### src/bts_pkg.sv
package bts_pkg;

  localparam int CFG_W = 11;
  localparam int CFG_MAX = (1 << CFG_W) - 1;
  localparam int ROW_W = 11;
  localparam int IDX_W = 2;
  localparam int DEF_MAX_WIDTH = 1024;
  localparam int DEF_MAX_HEIGHT = 1024;
  localparam int MIN_SIZE = 4;
  localparam int RESET_SIZE = 1024;
  localparam int MIN_NEIGHBORS = 2;
  localparam int MAX_NEIGHBORS = 6;
  localparam int WIN_CELLS = 2;

  localparam logic KIND_PIXEL = 1'b0;
  localparam logic KIND_FLUSH = 1'b1;

  typedef enum logic [IDX_W-1:0] {
    REG_FRAME_WIDTH  = 2'd0,
    REG_FRAME_HEIGHT = 2'd1,
    REG_SUB_PASS     = 2'd2
  } cfg_reg_t;

  typedef logic [2:0] col_bits_t;

  typedef struct packed {
    logic kind;
    logic pixel;
  } in_word_t;

  typedef struct packed {
    logic out_valid;
    logic out_pixel;
    logic out_last;
    logic frame_changed;
  } out_word_t;

  function automatic logic [CFG_W-1:0] clamp_size(logic [CFG_W-1:0] v, int unsigned hi);
    logic [CFG_W-1:0] r;
    if (v < CFG_W'(MIN_SIZE)) begin
      r = CFG_W'(MIN_SIZE);
    end else if (int'(v) > int'(hi)) begin
      r = CFG_W'(hi);
    end else begin
      r = v;
    end
    return r;
  endfunction

  // window bits: 0..2 west column, 3..5 centre column, 6..8 east column;
  // within a column: north, middle, south
  function automatic logic should_clear(logic [8:0] w, logic pass);
    logic [8:0] ring;
    logic [3:0] trans;
    logic [3:0] cnt;
    logic p1;
    logic p2;
    ring = {w[3], w[0], w[1], w[2], w[5], w[8], w[7], w[6], w[3]};
    trans = 4'd0;
    cnt = 4'd0;
    for (int k = 0; k < 8; k++) begin
      if (!ring[k] && ring[k+1]) begin
        trans = trans + 4'd1;
      end
      cnt = cnt + {3'b000, ring[k]};
    end
    if (!pass) begin
      p1 = w[3] & w[7] & w[5];
      p2 = w[7] & w[5] & w[1];
    end else begin
      p1 = w[3] & w[7] & w[1];
      p2 = w[3] & w[5] & w[1];
    end
    return w[4] && (trans == 4'd1) && (cnt >= 4'(MIN_NEIGHBORS)) &&
           (cnt <= 4'(MAX_NEIGHBORS)) && !p1 && !p2;
  endfunction

endpackage

### src/bts_stream_if.sv
interface bts_stream_if #(
  parameter type payload_t = logic
);
  logic     valid;
  logic     ready;
  payload_t data;

  modport source (output valid, output data, input ready);
  modport sink (input valid, input data, output ready);
endinterface

### src/bts_col_cell.sv
module bts_col_cell (
  input  logic                clk,
  input  logic                rst_n,
  input  logic                advance,
  input  logic                clear,
  input  bts_pkg::col_bits_t  d,
  output bts_pkg::col_bits_t  q
);

  bts_pkg::col_bits_t col_r;
  bts_pkg::col_bits_t col_nxt;

  always_comb begin
    col_nxt = col_r;
    if (advance) begin
      col_nxt = clear ? '0 : d;
    end
  end

  always_ff @(posedge clk) begin
    if (!rst_n) begin
      col_r <= '0;
    end else begin
      col_r <= col_nxt;
    end
  end

  assign q = col_r;

endmodule

### src/bts_line_store.sv
module bts_line_store #(
  parameter int DEPTH = bts_pkg::DEF_MAX_WIDTH,
  localparam int AW = $clog2(DEPTH)
) (
  input  logic          clk,
  input  logic          we,
  input  logic [AW-1:0] waddr,
  input  logic [1:0]    wdata,
  input  logic [AW-1:0] raddr,
  output logic [1:0]    rdata
);

  logic [1:0] mem [DEPTH];
  logic [1:0] rdata_r;

  always_ff @(posedge clk) begin
    if (we) begin
      mem[waddr] <= wdata;
    end
  end

  always_ff @(posedge clk) begin
    if (we && (waddr == raddr)) begin
      rdata_r <= wdata;
    end else begin
      rdata_r <= mem[raddr];
    end
  end

  assign rdata = rdata_r;

endmodule

### src/bts_out_buf.sv
module bts_out_buf (
  input  logic               clk,
  input  logic               rst_n,
  input  logic               push,
  input  bts_pkg::out_word_t push_word,
  output logic               full,
  bts_stream_if.source       out_ch
);

  logic               main_v_r;
  logic               main_v_nxt;
  logic               skid_v_r;
  logic               skid_v_nxt;
  bts_pkg::out_word_t main_r;
  bts_pkg::out_word_t main_nxt;
  bts_pkg::out_word_t skid_r;
  bts_pkg::out_word_t skid_nxt;
  logic               pop;

  assign pop = main_v_r && out_ch.ready;

  always_comb begin
    main_v_nxt = main_v_r;
    skid_v_nxt = skid_v_r;
    main_nxt = main_r;
    skid_nxt = skid_r;
    if (skid_v_r) begin
      if (pop) begin
        main_nxt = skid_r;
        skid_v_nxt = 1'b0;
      end
    end else if (push) begin
      if (!main_v_r || pop) begin
        main_nxt = push_word;
        main_v_nxt = 1'b1;
      end else begin
        skid_nxt = push_word;
        skid_v_nxt = 1'b1;
      end
    end else if (pop) begin
      main_v_nxt = 1'b0;
    end
  end

  always_ff @(posedge clk) begin
    if (!rst_n) begin
      main_v_r <= 1'b0;
      skid_v_r <= 1'b0;
    end else begin
      main_v_r <= main_v_nxt;
      skid_v_r <= skid_v_nxt;
    end
  end

  always_ff @(posedge clk) begin
    main_r <= main_nxt;
    skid_r <= skid_nxt;
  end

  assign full = skid_v_r;
  assign out_ch.valid = main_v_r;
  assign out_ch.data = main_r;

  a_skid_behind_main: assert property (@(posedge clk) disable iff (!rst_n)
    skid_v_r |-> main_v_r)
    else $error("skid word held with empty main stage");

  a_no_push_when_full: assert property (@(posedge clk) disable iff (!rst_n)
    full |-> !push)
    else $error("word pushed into full output buffer");

endmodule

### src/binary_thinning_subpass_unit.sv
// channel  | dir | handshake     | word
// in_ch    | in  | valid / ready | kind, pixel
// out_ch   | out | valid / ready | out_valid, out_pixel, out_last, frame_changed
// cfg_*    | in  | cfg_we        | cfg_index selects width, height, sub pass
//
// One input word per cycle while in_ch.ready is high; each word yields one
// output word, registered in the output buffer. The line store read for the next
// column is issued from the column counter's next value, so the stream runs without bubbles.
// in_ch.ready drops in the cycle after each config write and while the
// two-word output buffer is full. rst_n is synchronous and clears counters,
// window and output buffer; the line stores are not cleared.
module binary_thinning_subpass_unit #(
  parameter int MAX_WIDTH = bts_pkg::DEF_MAX_WIDTH,
  parameter int MAX_HEIGHT = bts_pkg::DEF_MAX_HEIGHT
) (
  input  logic                       clk,
  input  logic                       rst_n,
  bts_stream_if.sink                 in_ch,
  bts_stream_if.source               out_ch,
  input  logic                       cfg_we,
  input  logic [bts_pkg::IDX_W-1:0]  cfg_index,
  input  logic [bts_pkg::CFG_W-1:0]  cfg_data
);

  localparam int CFG_W = bts_pkg::CFG_W;
  localparam int ROW_W = bts_pkg::ROW_W;
  localparam int COL_W = $clog2(MAX_WIDTH);
  localparam int W_EFF = (MAX_WIDTH < bts_pkg::CFG_MAX) ? MAX_WIDTH : bts_pkg::CFG_MAX;
  localparam int H_EFF = (MAX_HEIGHT < bts_pkg::CFG_MAX) ? MAX_HEIGHT : bts_pkg::CFG_MAX;
  localparam int TOT_W = $clog2(W_EFF * H_EFF + 1);
  localparam int CMP_W = ((COL_W > CFG_W) ? COL_W : CFG_W) + 1;

  logic [CFG_W-1:0] width_r;
  logic [CFG_W-1:0] height_r;
  logic             pass_r;
  logic             settle_r;
  logic [TOT_W-1:0] total_r;

  logic [COL_W-1:0] col_r;
  logic [COL_W-1:0] col_nxt;
  logic [ROW_W-1:0] row_r;
  logic [ROW_W-1:0] row_nxt;
  logic [TOT_W-1:0] pos_r;
  logic [TOT_W-1:0] pos_nxt;
  logic             any_r;
  logic             any_nxt;

  logic               acc;
  logic               px;
  logic [1:0]         rd_data;
  bts_pkg::col_bits_t new_col;
  bts_pkg::col_bits_t cell_d [bts_pkg::WIN_CELLS];
  bts_pkg::col_bits_t cell_q [bts_pkg::WIN_CELLS];
  logic [8:0]         win;
  logic               pos_valid;
  logic               interior;
  logic               cleared;
  logic               last;
  logic [CMP_W-1:0]   col_plus;
  logic               wrap;
  logic               buf_full;
  bts_pkg::out_word_t res_word;

  always_ff @(posedge clk) begin
    if (!rst_n) begin
      width_r <= bts_pkg::clamp_size(CFG_W'(bts_pkg::RESET_SIZE), MAX_WIDTH);
      height_r <= bts_pkg::clamp_size(CFG_W'(bts_pkg::RESET_SIZE), MAX_HEIGHT);
      pass_r <= 1'b0;
      settle_r <= 1'b0;
    end else begin
      settle_r <= cfg_we;
      if (cfg_we) begin
        unique case (cfg_index)
          bts_pkg::REG_FRAME_WIDTH: begin
            width_r <= bts_pkg::clamp_size(cfg_data, MAX_WIDTH);
          end
          bts_pkg::REG_FRAME_HEIGHT: begin
            height_r <= bts_pkg::clamp_size(cfg_data, MAX_HEIGHT);
          end
          bts_pkg::REG_SUB_PASS: begin
            pass_r <= cfg_data[0];
          end
          default: begin
          end
        endcase
      end
    end
  end

  always_ff @(posedge clk) begin
    total_r <= TOT_W'(width_r) * TOT_W'(height_r);
  end

  assign acc = in_ch.valid && in_ch.ready;
  assign in_ch.ready = !buf_full && !settle_r;
  assign px = (in_ch.data.kind == bts_pkg::KIND_PIXEL) ? in_ch.data.pixel : 1'b0;

  // rd_data: bit 0 upper line, bit 1 middle line
  assign new_col = {px, rd_data[1], rd_data[0]};
  assign win = {new_col, cell_q[0], cell_q[1]};

  assign pos_valid = (row_r >= ROW_W'(2)) || ((row_r == ROW_W'(1)) && (col_r != '0));
  assign interior = (col_r >= COL_W'(2)) && (CMP_W'(col_r) < CMP_W'(width_r)) &&
                    (row_r >= ROW_W'(2)) && (row_r < height_r);
  assign cleared = pos_valid && interior && bts_pkg::should_clear(win, pass_r);
  assign last = pos_valid && (({1'b0, pos_r} + 1'b1) >= {1'b0, total_r});
  assign col_plus = CMP_W'(col_r) + 1'b1;
  assign wrap = col_plus >= CMP_W'(width_r);

  always_comb begin
    col_nxt = col_r;
    row_nxt = row_r;
    pos_nxt = pos_r;
    any_nxt = any_r;
    if (acc) begin
      if (wrap) begin
        col_nxt = '0;
        if (row_r != '1) begin
          row_nxt = row_r + 1'b1;
        end
      end else begin
        col_nxt = col_plus[COL_W-1:0];
      end
      if (pos_valid) begin
        if (last) begin
          col_nxt = '0;
          row_nxt = '0;
          pos_nxt = '0;
          any_nxt = 1'b0;
        end else begin
          pos_nxt = pos_r + 1'b1;
          any_nxt = any_r | cleared;
        end
      end
    end
  end

  always_ff @(posedge clk) begin
    if (!rst_n) begin
      col_r <= '0;
      row_r <= '0;
      pos_r <= '0;
      any_r <= 1'b0;
    end else begin
      col_r <= col_nxt;
      row_r <= row_nxt;
      pos_r <= pos_nxt;
      any_r <= any_nxt;
    end
  end

  bts_line_store #(
    .DEPTH (MAX_WIDTH)
  ) u_lines (
    .clk   (clk),
    .we    (acc),
    .waddr (col_r),
    .wdata ({px, rd_data[1]}),
    .raddr (col_nxt),
    .rdata (rd_data)
  );

  assign cell_d[0] = new_col;

  for (genvar i = 0; i < bts_pkg::WIN_CELLS; i++) begin : g_cell
    if (i > 0) begin : g_link
      assign cell_d[i] = cell_q[i-1];
    end
    bts_col_cell u_cell (
      .clk     (clk),
      .rst_n   (rst_n),
      .advance (acc),
      .clear   (last),
      .d       (cell_d[i]),
      .q       (cell_q[i])
    );
  end

  always_comb begin
    res_word.out_valid = pos_valid;
    res_word.out_pixel = pos_valid && !cleared && win[4];
    res_word.out_last = last;
    res_word.frame_changed = last && (any_r || cleared);
  end

  bts_out_buf u_obuf (
    .clk       (clk),
    .rst_n     (rst_n),
    .push      (acc),
    .push_word (res_word),
    .full      (buf_full),
    .out_ch    (out_ch)
  );

  a_cfg_settle: assert property (@(posedge clk) disable iff (!rst_n)
    cfg_we |=> !in_ch.ready)
    else $error("input taken while frame size settles");

  a_frame_restart: assert property (@(posedge clk) disable iff (!rst_n)
    (acc && last) |=> ((col_r == '0) && (row_r == '0) && (pos_r == '0) && !any_r))
    else $error("counters not cleared after final pixel");

  a_changed_on_last: assert property (@(posedge clk) disable iff (!rst_n)
    (out_ch.valid && out_ch.data.frame_changed) |-> out_ch.data.out_last)
    else $error("frame_changed set off the final pixel");

endmodule

### src/flat_wrapper.sv
// flat-port wrapper written by rule: the top's interface ports become plain ports
module binary_thinning_subpass_unit_flat 
#(
  parameter int MAX_WIDTH = bts_pkg::DEF_MAX_WIDTH,
  parameter int MAX_HEIGHT = bts_pkg::DEF_MAX_HEIGHT
)
  (clk, rst_n, cfg_we, cfg_index, cfg_data, in_ch_valid, in_ch_data, in_ch_ready, out_ch_valid, out_ch_data, out_ch_ready);
  bts_stream_if #(.payload_t(bts_pkg::in_word_t)) in_ch_i ();
  bts_stream_if #(.payload_t(bts_pkg::out_word_t)) out_ch_i ();
  input  logic clk;
  input  logic rst_n;
  input  logic cfg_we;
  input  logic [bts_pkg::IDX_W-1:0] cfg_index;
  input  logic [bts_pkg::CFG_W-1:0] cfg_data;
  input wire logic [$bits(in_ch_i.valid)-1:0] in_ch_valid;
  input wire logic [$bits(in_ch_i.data)-1:0] in_ch_data;
  output wire logic [$bits(in_ch_i.ready)-1:0] in_ch_ready;
  output wire logic [$bits(out_ch_i.valid)-1:0] out_ch_valid;
  output wire logic [$bits(out_ch_i.data)-1:0] out_ch_data;
  input wire logic [$bits(out_ch_i.ready)-1:0] out_ch_ready;
  assign in_ch_i.valid = in_ch_valid;
  assign in_ch_i.data = in_ch_data;
  assign in_ch_ready = in_ch_i.ready;
  assign out_ch_valid = out_ch_i.valid;
  assign out_ch_data = out_ch_i.data;
  assign out_ch_i.ready = out_ch_ready;
  binary_thinning_subpass_unit #(.MAX_WIDTH(MAX_WIDTH), .MAX_HEIGHT(MAX_HEIGHT)) u_core (.clk(clk), .rst_n(rst_n), .in_ch(in_ch_i), .out_ch(out_ch_i), .cfg_we(cfg_we), .cfg_index(cfg_index), .cfg_data(cfg_data));
endmodule
### config.mk
export PLATFORM = sky130hd
export DESIGN_NAME = binary_thinning_subpass_unit_flat
export DESIGN_NICKNAME = d
export VERILOG_FILES = /design/src/bts_pkg.sv /design/src/bts_stream_if.sv /design/src/bts_col_cell.sv /design/src/bts_line_store.sv /design/src/bts_out_buf.sv /design/src/binary_thinning_subpass_unit.sv /design/src/flat_wrapper.sv
export SDC_FILE = /design/constraint.sdc
export NUM_CORES = 2
export LEC_CHECK = 0
export BUFFER_PORTS_ARGS = -buffer_cell sky130_fd_sc_hd__buf_2
export CAP_MARGIN = 20
export CORE_ASPECT_RATIO = 0.6
export CORE_MARGIN = 4
export CORE_UTILIZATION = 40
export CTS_CLUSTER_DIAMETER = 50
export CTS_CLUSTER_SIZE = 25
export DETAILED_ROUTE_END_ITERATION = 12
export PLACE_DENSITY = 0.56
export SETUP_SLACK_MARGIN = 0.4
export SYNTH_ARGS = -nofsm -noshare
export SYNTH_HDL_FRONTEND = slang
export SYNTH_HIERARCHICAL = 1
export SYNTH_SLANG_ARGS = --single-unit
### constraint.sdc
create_clock -name clk -period 63.7 [get_ports clk]
set_input_delay 9.555 -clock clk [delete_from_list [all_inputs] [get_ports clk]]
set_output_delay 9.555 -clock clk [all_outputs]
set_load 0.02 [all_outputs]
# --- Word-level counts from Yosys, hierarchy flattened ---
# Memories as Yosys holds them, arrays and structs flattened. A register that Yosys moved wholly into a read port is not among the register bits.
# Cells that the tools add are included.
totals:
  regBits: 104
  mem_bits_rw: 2048
  n_memories: 1
  out_inout_bits: 6
classes:
  n_mul: 1
  magnitude_cmp: 10
  n_eq_ne: 7
  add_sub_neg: 18
  n_bitwise: 10
  reduce_logical: 55
  mux: 38
mem_list:
  columns: ["name", "depth", "word_bits", "rd", "rd_clocked_by_memory_dff", "write_ports", "line", "rtl"]
  rows:
  - ["u_core.u_lines.mem", 1024, 2, 1, 1, 1, "bts_line_store.sv:13", "logic [1:0] mem [DEPTH];"]
op_table:
  columns: ["op", "n"]
  rows:
  - ["11-bit two-way mux", 6]
  - ["4-bit two-way mux", 11]
  - ["10-bit two-way mux", 4]
  - ["1-bit logical AND", 26]
  - ["4-bit by 1-bit adder with 4-bit output", 6]
  - ["4-bit by 1-bit adder with 4-bit output (second input constant)", 6]
  - ["21-bit by 1-bit adder with 22-bit output (second input constant)", 1]
  - ["22-bit by 21-bit greater-or-equal comparator with 1-bit output", 1]
  - ["21-bit by 1-bit adder with 21-bit output (second input constant)", 1]
  - ["11-bit by 11-bit multiplier with 21-bit output", 1]
  - ["21-bit two-way mux", 1]
  - ["1-bit zero test", 14]
  - ["1-bit two-way mux", 14]
  - ["12-bit by 11-bit greater-or-equal comparator with 1-bit output", 1]
  - ["10-bit by 1-bit adder with 11-bit output (second input constant)", 1]
  - ["11-bit by 1-bit adder with 11-bit output (second input constant)", 1]
  - ["11-bit by 1-bit == test with 1-bit output (second input constant)", 1]
  - ["11-bit by 2-bit greater-or-equal comparator with 1-bit output (second input constant)", 1]
  - ["11-bit greater-than comparator (second input constant)", 1]
  - ["10-bit by 11-bit less-than comparator with 1-bit output", 1]
  - ["11-bit less-than comparator", 1]
  - ["11-bit by 3-bit less-than comparator with 1-bit output (second input constant)", 1]
  - ["11-bit != test (second input constant)", 1]
  - ["10-bit by 2-bit greater-or-equal comparator with 1-bit output (second input constant)", 1]
  - ["19 further kinds", 36]

# --- Logic depth before layout (Yosys ltp) ---
depth:
  ltp_word: 30
  ltp_mapped: 40
  ltp_nobuf: 33

# --- Hierarchy ---
# Netlist, hierarchy kept.
by_module_without_submodules:
  columns: ["mod", "area_per_inst_um2", "cells_each", "instances"]
  rows:
  - ["bts_line_store", 83918.0, 4801, 1]
  - ["binary_thinning_subpass_unit", 9590.4, 1211, 1]
  - ["bts_out_buf", 421.7, 26, 1]
  - ["bts_col_cell", 120.1, 12, 2]

# --- Worst setup path before layout ---
# OpenSTA, ideal clock, no wires.
synth_timing:
  path_type: "register to register"
  startpoint: "register with a tool-made name"
  endpoint: "register u_core.u_obuf.main_r, in the netlist u_core/u_obuf/out_ch.data[2] (data pin)"
  slack_ps: 37047
  path_buffers: 5
  t_arrival_ps: 26393
  path_stages_with_launch: 22
  setup_ps: 260
  required_ps: 63440
  cell_sequence: "dfxtp_1 buf_6 buf_12 buf_8 buf_6 buf_4 mux4_2 mux4_2 o22ai_1 nor3_1 a21oi_1 nand4_1 ha_1 a21o_1 nand2_1 o21ai_0 or4b_2 or4_1 nor3_1 nand4b_1 and3_1 mux2_4"
synth_rtl:
  columns: ["item", "line", "rtl"]
  rows:
  - ["end signal: assignment", "bts_out_buf.sv:56", "main_r <= main_nxt;"]
  - ["end: declaration", "bts_out_buf.sv:14", "bts_pkg::out_word_t main_r;"]

==> results.ini <==
[floorplanning]
initial_core_util_pct = 40.37
ports = 26
die-width_um = 634.4
die_area_um2 = 243500
cell_row_count = 137
core_region_area_um2 = 233300
die_h_um = 383.8

[cells_and_area]
drive_gt1_share_pct = 15.76
flow.area_growth_from_synthesis_pct = 8.983
final_net_count = 6178
final.fill_count = 20420
seqCellArea_um2 = 63880
layout.cells.most_common = sky130_fd_sc_hd__edfxtp_1
footprint_of_the_multi_input_gates_um2 = 27750
highest_count_cells_in_the_layout_ignoring_fill_and_taps = 2056 x sky130_fd_sc_hd__edfxtp_1, 1157 x sky130_fd_sc_hd__nor2_1, 449 x sky130_fd_sc_hd__mux4_2

[cts]
cts_buffers = 140
post_cts.repair.setup_buffers = 0
ctsHoldBuffers = 0
cts_max_level = 4
worstSkewPairLatency_ps = 830
cts.reportedPaths.clkPinSlew_ps = 80
post_cts_resized = 0
tritoncts_num_sinks = 2162
clock_tree.root_cell = sky130_fd_sc_hd__clkbuf_16
tritoncts_clock_tree = done
cts_buffer_depth = 4

[logic_synthesis]
synthFlopType = sky130_fd_sc_hd__edfxtp_1
muxShareOfSynthArea_pct = 13.19
synthDominantCellAreaShare_pct = 65.56
synth-simple-area-share_pct = 7.999
compound_cell_area_share_of_the_yosys_netlist_pct = 3.870
synthesis.yosys.warnings = 6
postSynthCellCount = 6062
synth-adder-area-share_pct = 3.412
synth-edff-count = 2056
syn_area_per_cell_um2 = 15.53
synthesis.nets = 6289
yosys.area_share.xor_xnor_pct = 0.5394
synth_area_leader_cell = sky130_fd_sc_hd__edfxtp_1
part_of_the_yosys_area_used_for_sequential_elements_pct = 67.81
synthesis.area_um2 = 94170
synth_cell_types = 89
combinational_family_with_the_most_area_after_synthesis = multiplexers
synth_top_cells_by_area = sky130_fd_sc_hd__edfxtp_1 66%, sky130_fd_sc_hd__mux4_2 11%, sky130_fd_sc_hd__nor2_1 4.6%, sky130_fd_sc_hd__dfxtp_1 2.3%, sky130_fd_sc_hd__mux2i_1 2.2%
ys_async_sr_fraction_pct = 0
number_of_synthesized_register_bits = 2162

[global_route]
grt_antenna_before_repair = 20
grt_overflow = 0
grt_pass1_wl_um = 395700
groute.usage.overall_pct = 22.50
vias_in_the_first_global_route = 52720
grt_max_degree = 224

[worst_hold_path]
min_delay_worst_endpoint = u_core/any_r$_SDFFE_PN0P_
holdCritPathClass = register to register
hold_start = u_core/any_r$_SDFFE_PN0P_
timing.hold.worst_path_depth = 2

[pwr]
power.share.clock_pct = 34.9
switching_share_pct = 23.88
cellPowerDensity_nw_per_um2 = 27.50
power_frac_comb_pct = 8.5
design_power_total_mw = 2.822
power.ir.vdd_worst_v = 0.00002149
psw_mw = 0.6739
static-leakage-power_nw = 30.48
internal_mw = 2.148
sequentialPowerShare_pct = 56.6

[place]
port-buffer-count = 25
post-dp-hpwl_um = 163700
place_ws_ps = 46950
gp_congestion = 0.8500

[routing]
num_vias = 54800
wl_um = 276900
wl_per_cell_um = 30.18
antenna_violating_nets_post_route = 0
detailedRoute.firstIterationViolations = 8328
via_per_inst = 5.973
drc = 0
drt_first_pass_iters = 5

[setup_path]
required_ps = 64240
worstSetupStartpointType = input port
ff2ff_path_depth = 36
rrSetupSlack_ps = 51970
critical_path_arrival_ps = 16510
setup.worst_path.end_class = register
criticalPathCategory = input port to register
timing.critical_path.fanout_max = 97
startpoint = in_ch_data[1]
reg2reg_to = u_core/u_obuf/out_ch.data[2]$_DFFE_PP_

[sta]
final.min_clock_period_ps = 15960
layout_setup_ws_ps = 47740
hold_slack_ps = 485.8
fmax_ghz = 0.06264
timing.final.crit_share_pct = 25.06
report.final.hold_viol_count = 0
slew_headroom_pct = 18.75
drv_slew = 0
fin_setup_tns_ps = 0
tightestPinTransition_ps = 1219
setup_viol_count_final = 0
rsz0062_at_grt = no
clock_skew_ps = 52.52

[run]
max_cap_violations = 0

[outcome]
status = finished clean

[critical path, stage by stage]
cell and delay, ps:
sky130_fd_sc_hd__buf_2 110, sky130_fd_sc_hd__nor2b_4 570, sky130_fd_sc_hd__buf_4 560, sky130_fd_sc_hd__buf_4 600
sky130_fd_sc_hd__buf_4 840, sky130_fd_sc_hd__nor2_1 240, sky130_fd_sc_hd__a21o_1 240, sky130_fd_sc_hd__ha_1 270
sky130_fd_sc_hd__a21oi_1 70, sky130_fd_sc_hd__a22oi_1 360, sky130_fd_sc_hd__ha_1 320, sky130_fd_sc_hd__mux2_2 280
sky130_fd_sc_hd__ha_1 280, sky130_fd_sc_hd__nand2_1 60, sky130_fd_sc_hd__nand2_1 70, sky130_fd_sc_hd__a21oi_1 40
sky130_fd_sc_hd__a21oi_1 200, sky130_fd_sc_hd__ha_1 190, sky130_fd_sc_hd__nand3_1 100, sky130_fd_sc_hd__and2_1 170
sky130_fd_sc_hd__a311oi_1 270, sky130_fd_sc_hd__xnor2_1 170, sky130_fd_sc_hd__nor3_1 210, sky130_fd_sc_hd__nand4b_1 140
sky130_fd_sc_hd__and3_1 220, sky130_fd_sc_hd__mux2_4 260
[how the worst max path moves through the flow]
stage                                                   to
floorplan           u_core/u_obuf/out_ch.data[2]$_DFFE_PP_
global route        u_core/u_obuf/out_ch.data[2]$_DFFE_PP_
finish              u_core/u_obuf/out_ch.data[2]$_DFFE_PP_
global placement    u_core/u_obuf/out_ch.data[2]$_DFFE_PP_
CTS                 u_core/u_obuf/out_ch.data[2]$_DFFE_PP_
detailed placement  u_core/u_obuf/out_ch.data[2]$_DFFE_PP_
[flip-flops by register name, indices dropped and copies added (netlist names), named ones only]
register and cells:
u_core/u_obuf/full 1, u_core/g_cell.u_cell/q 6, u_core/col_r 10, u_core/row_r 11
u_core/u_obuf/out_ch.data 4, u_core/pass_r 1, u_core/u_obuf/skid_r 4, u_core/any_r 1
u_core/u_obuf/out_ch.valid 1, u_core/height_r 11, u_core/width_r 11, u_core/u_lines/mem 2048
u_core/settle_r 1, u_core/total_r 21, u_core/pos_r 21
[cells by family after synthesis]
logic type / after synthesis
AOI/OAI and AO/OA: 539
adders and majority gates: 207
muxes: 676
DFF: 2162
and+or+nand+nor: 1779
buffers and inverters: 641
xor gates and xnor gates: 58
[stage by stage]
step / std cells / utilization (%) / cell area (um^2)
global placement: 8917 / 41.85 / 97630
detailed placement: 8930 / 41.97 / 97910
finish: 9174 / 43.99 / 102600
floorplan: 6062 / - / 94170
global route: 9173 / 43.99 / 102600
CTS: 9167 / 43.95 / 102500
[final cells by class]
| class | instances | area share (%) |
|---|---|---|
| diodes | 1 | 0.002438 |
| well taps | 3127 | 3.812 |
| clock inverters | 84 | 0.9729 |
| flip-flops and latches | 2162 | 62.24 |
| inverters | 199 | 0.7315 |
| clock buffers | 153 | 3.544 |
| repair buffers | 189 | 1.657 |
| multi-input cells | 3259 | 27.04 |
[power groups by stage]
stage | sequential (mW) | combinational, mW | clock (mW)
finish | 1.60 | 0.240 | 0.984
global route | 1.60 | 0.258 | 1.06
CTS | 1.60 | 0.239 | 1.00
detailed placement | 1.63 | 0.239 | 0
global placement | 1.63 | 0.237 | 0
floorplan | 1.72 | 0.176 | 0
[cell usage after synthesis (all sizes together), types with 15 or more instances]
master / n
mux2i: 211
nand3: 63
nand2b: 15
ha: 124
o21ai: 72
xor2: 23
nor4: 21
fa: 83
and3: 25
clkbuf: 282
a22o: 19
mux4: 449
nand3b: 19
o221ai: 83
xnor2: 35
and2: 36
a21oi: 147
edfxtp: 2056
nor3: 62
nand2: 267
o22ai: 49
a211oi: 22
inv: 196
nor2b: 29
nor2: 1161
dfxtp: 106
buf: 160
mux2: 16
nand4: 23
a22oi: 48
[routing by layer]
metal / vias to the layer above / share of wire [%] / global-route usage, %
met4: 0 / 1.7 / 3.924
met3: 291 / 12 / 5.758
met1: 28810 / 45 / 35.83
li1: 22830 / - / -
met5: - / 0 / 0
met2: 2870 / 42 / 31.04
(Power assumes the default switching activity.)
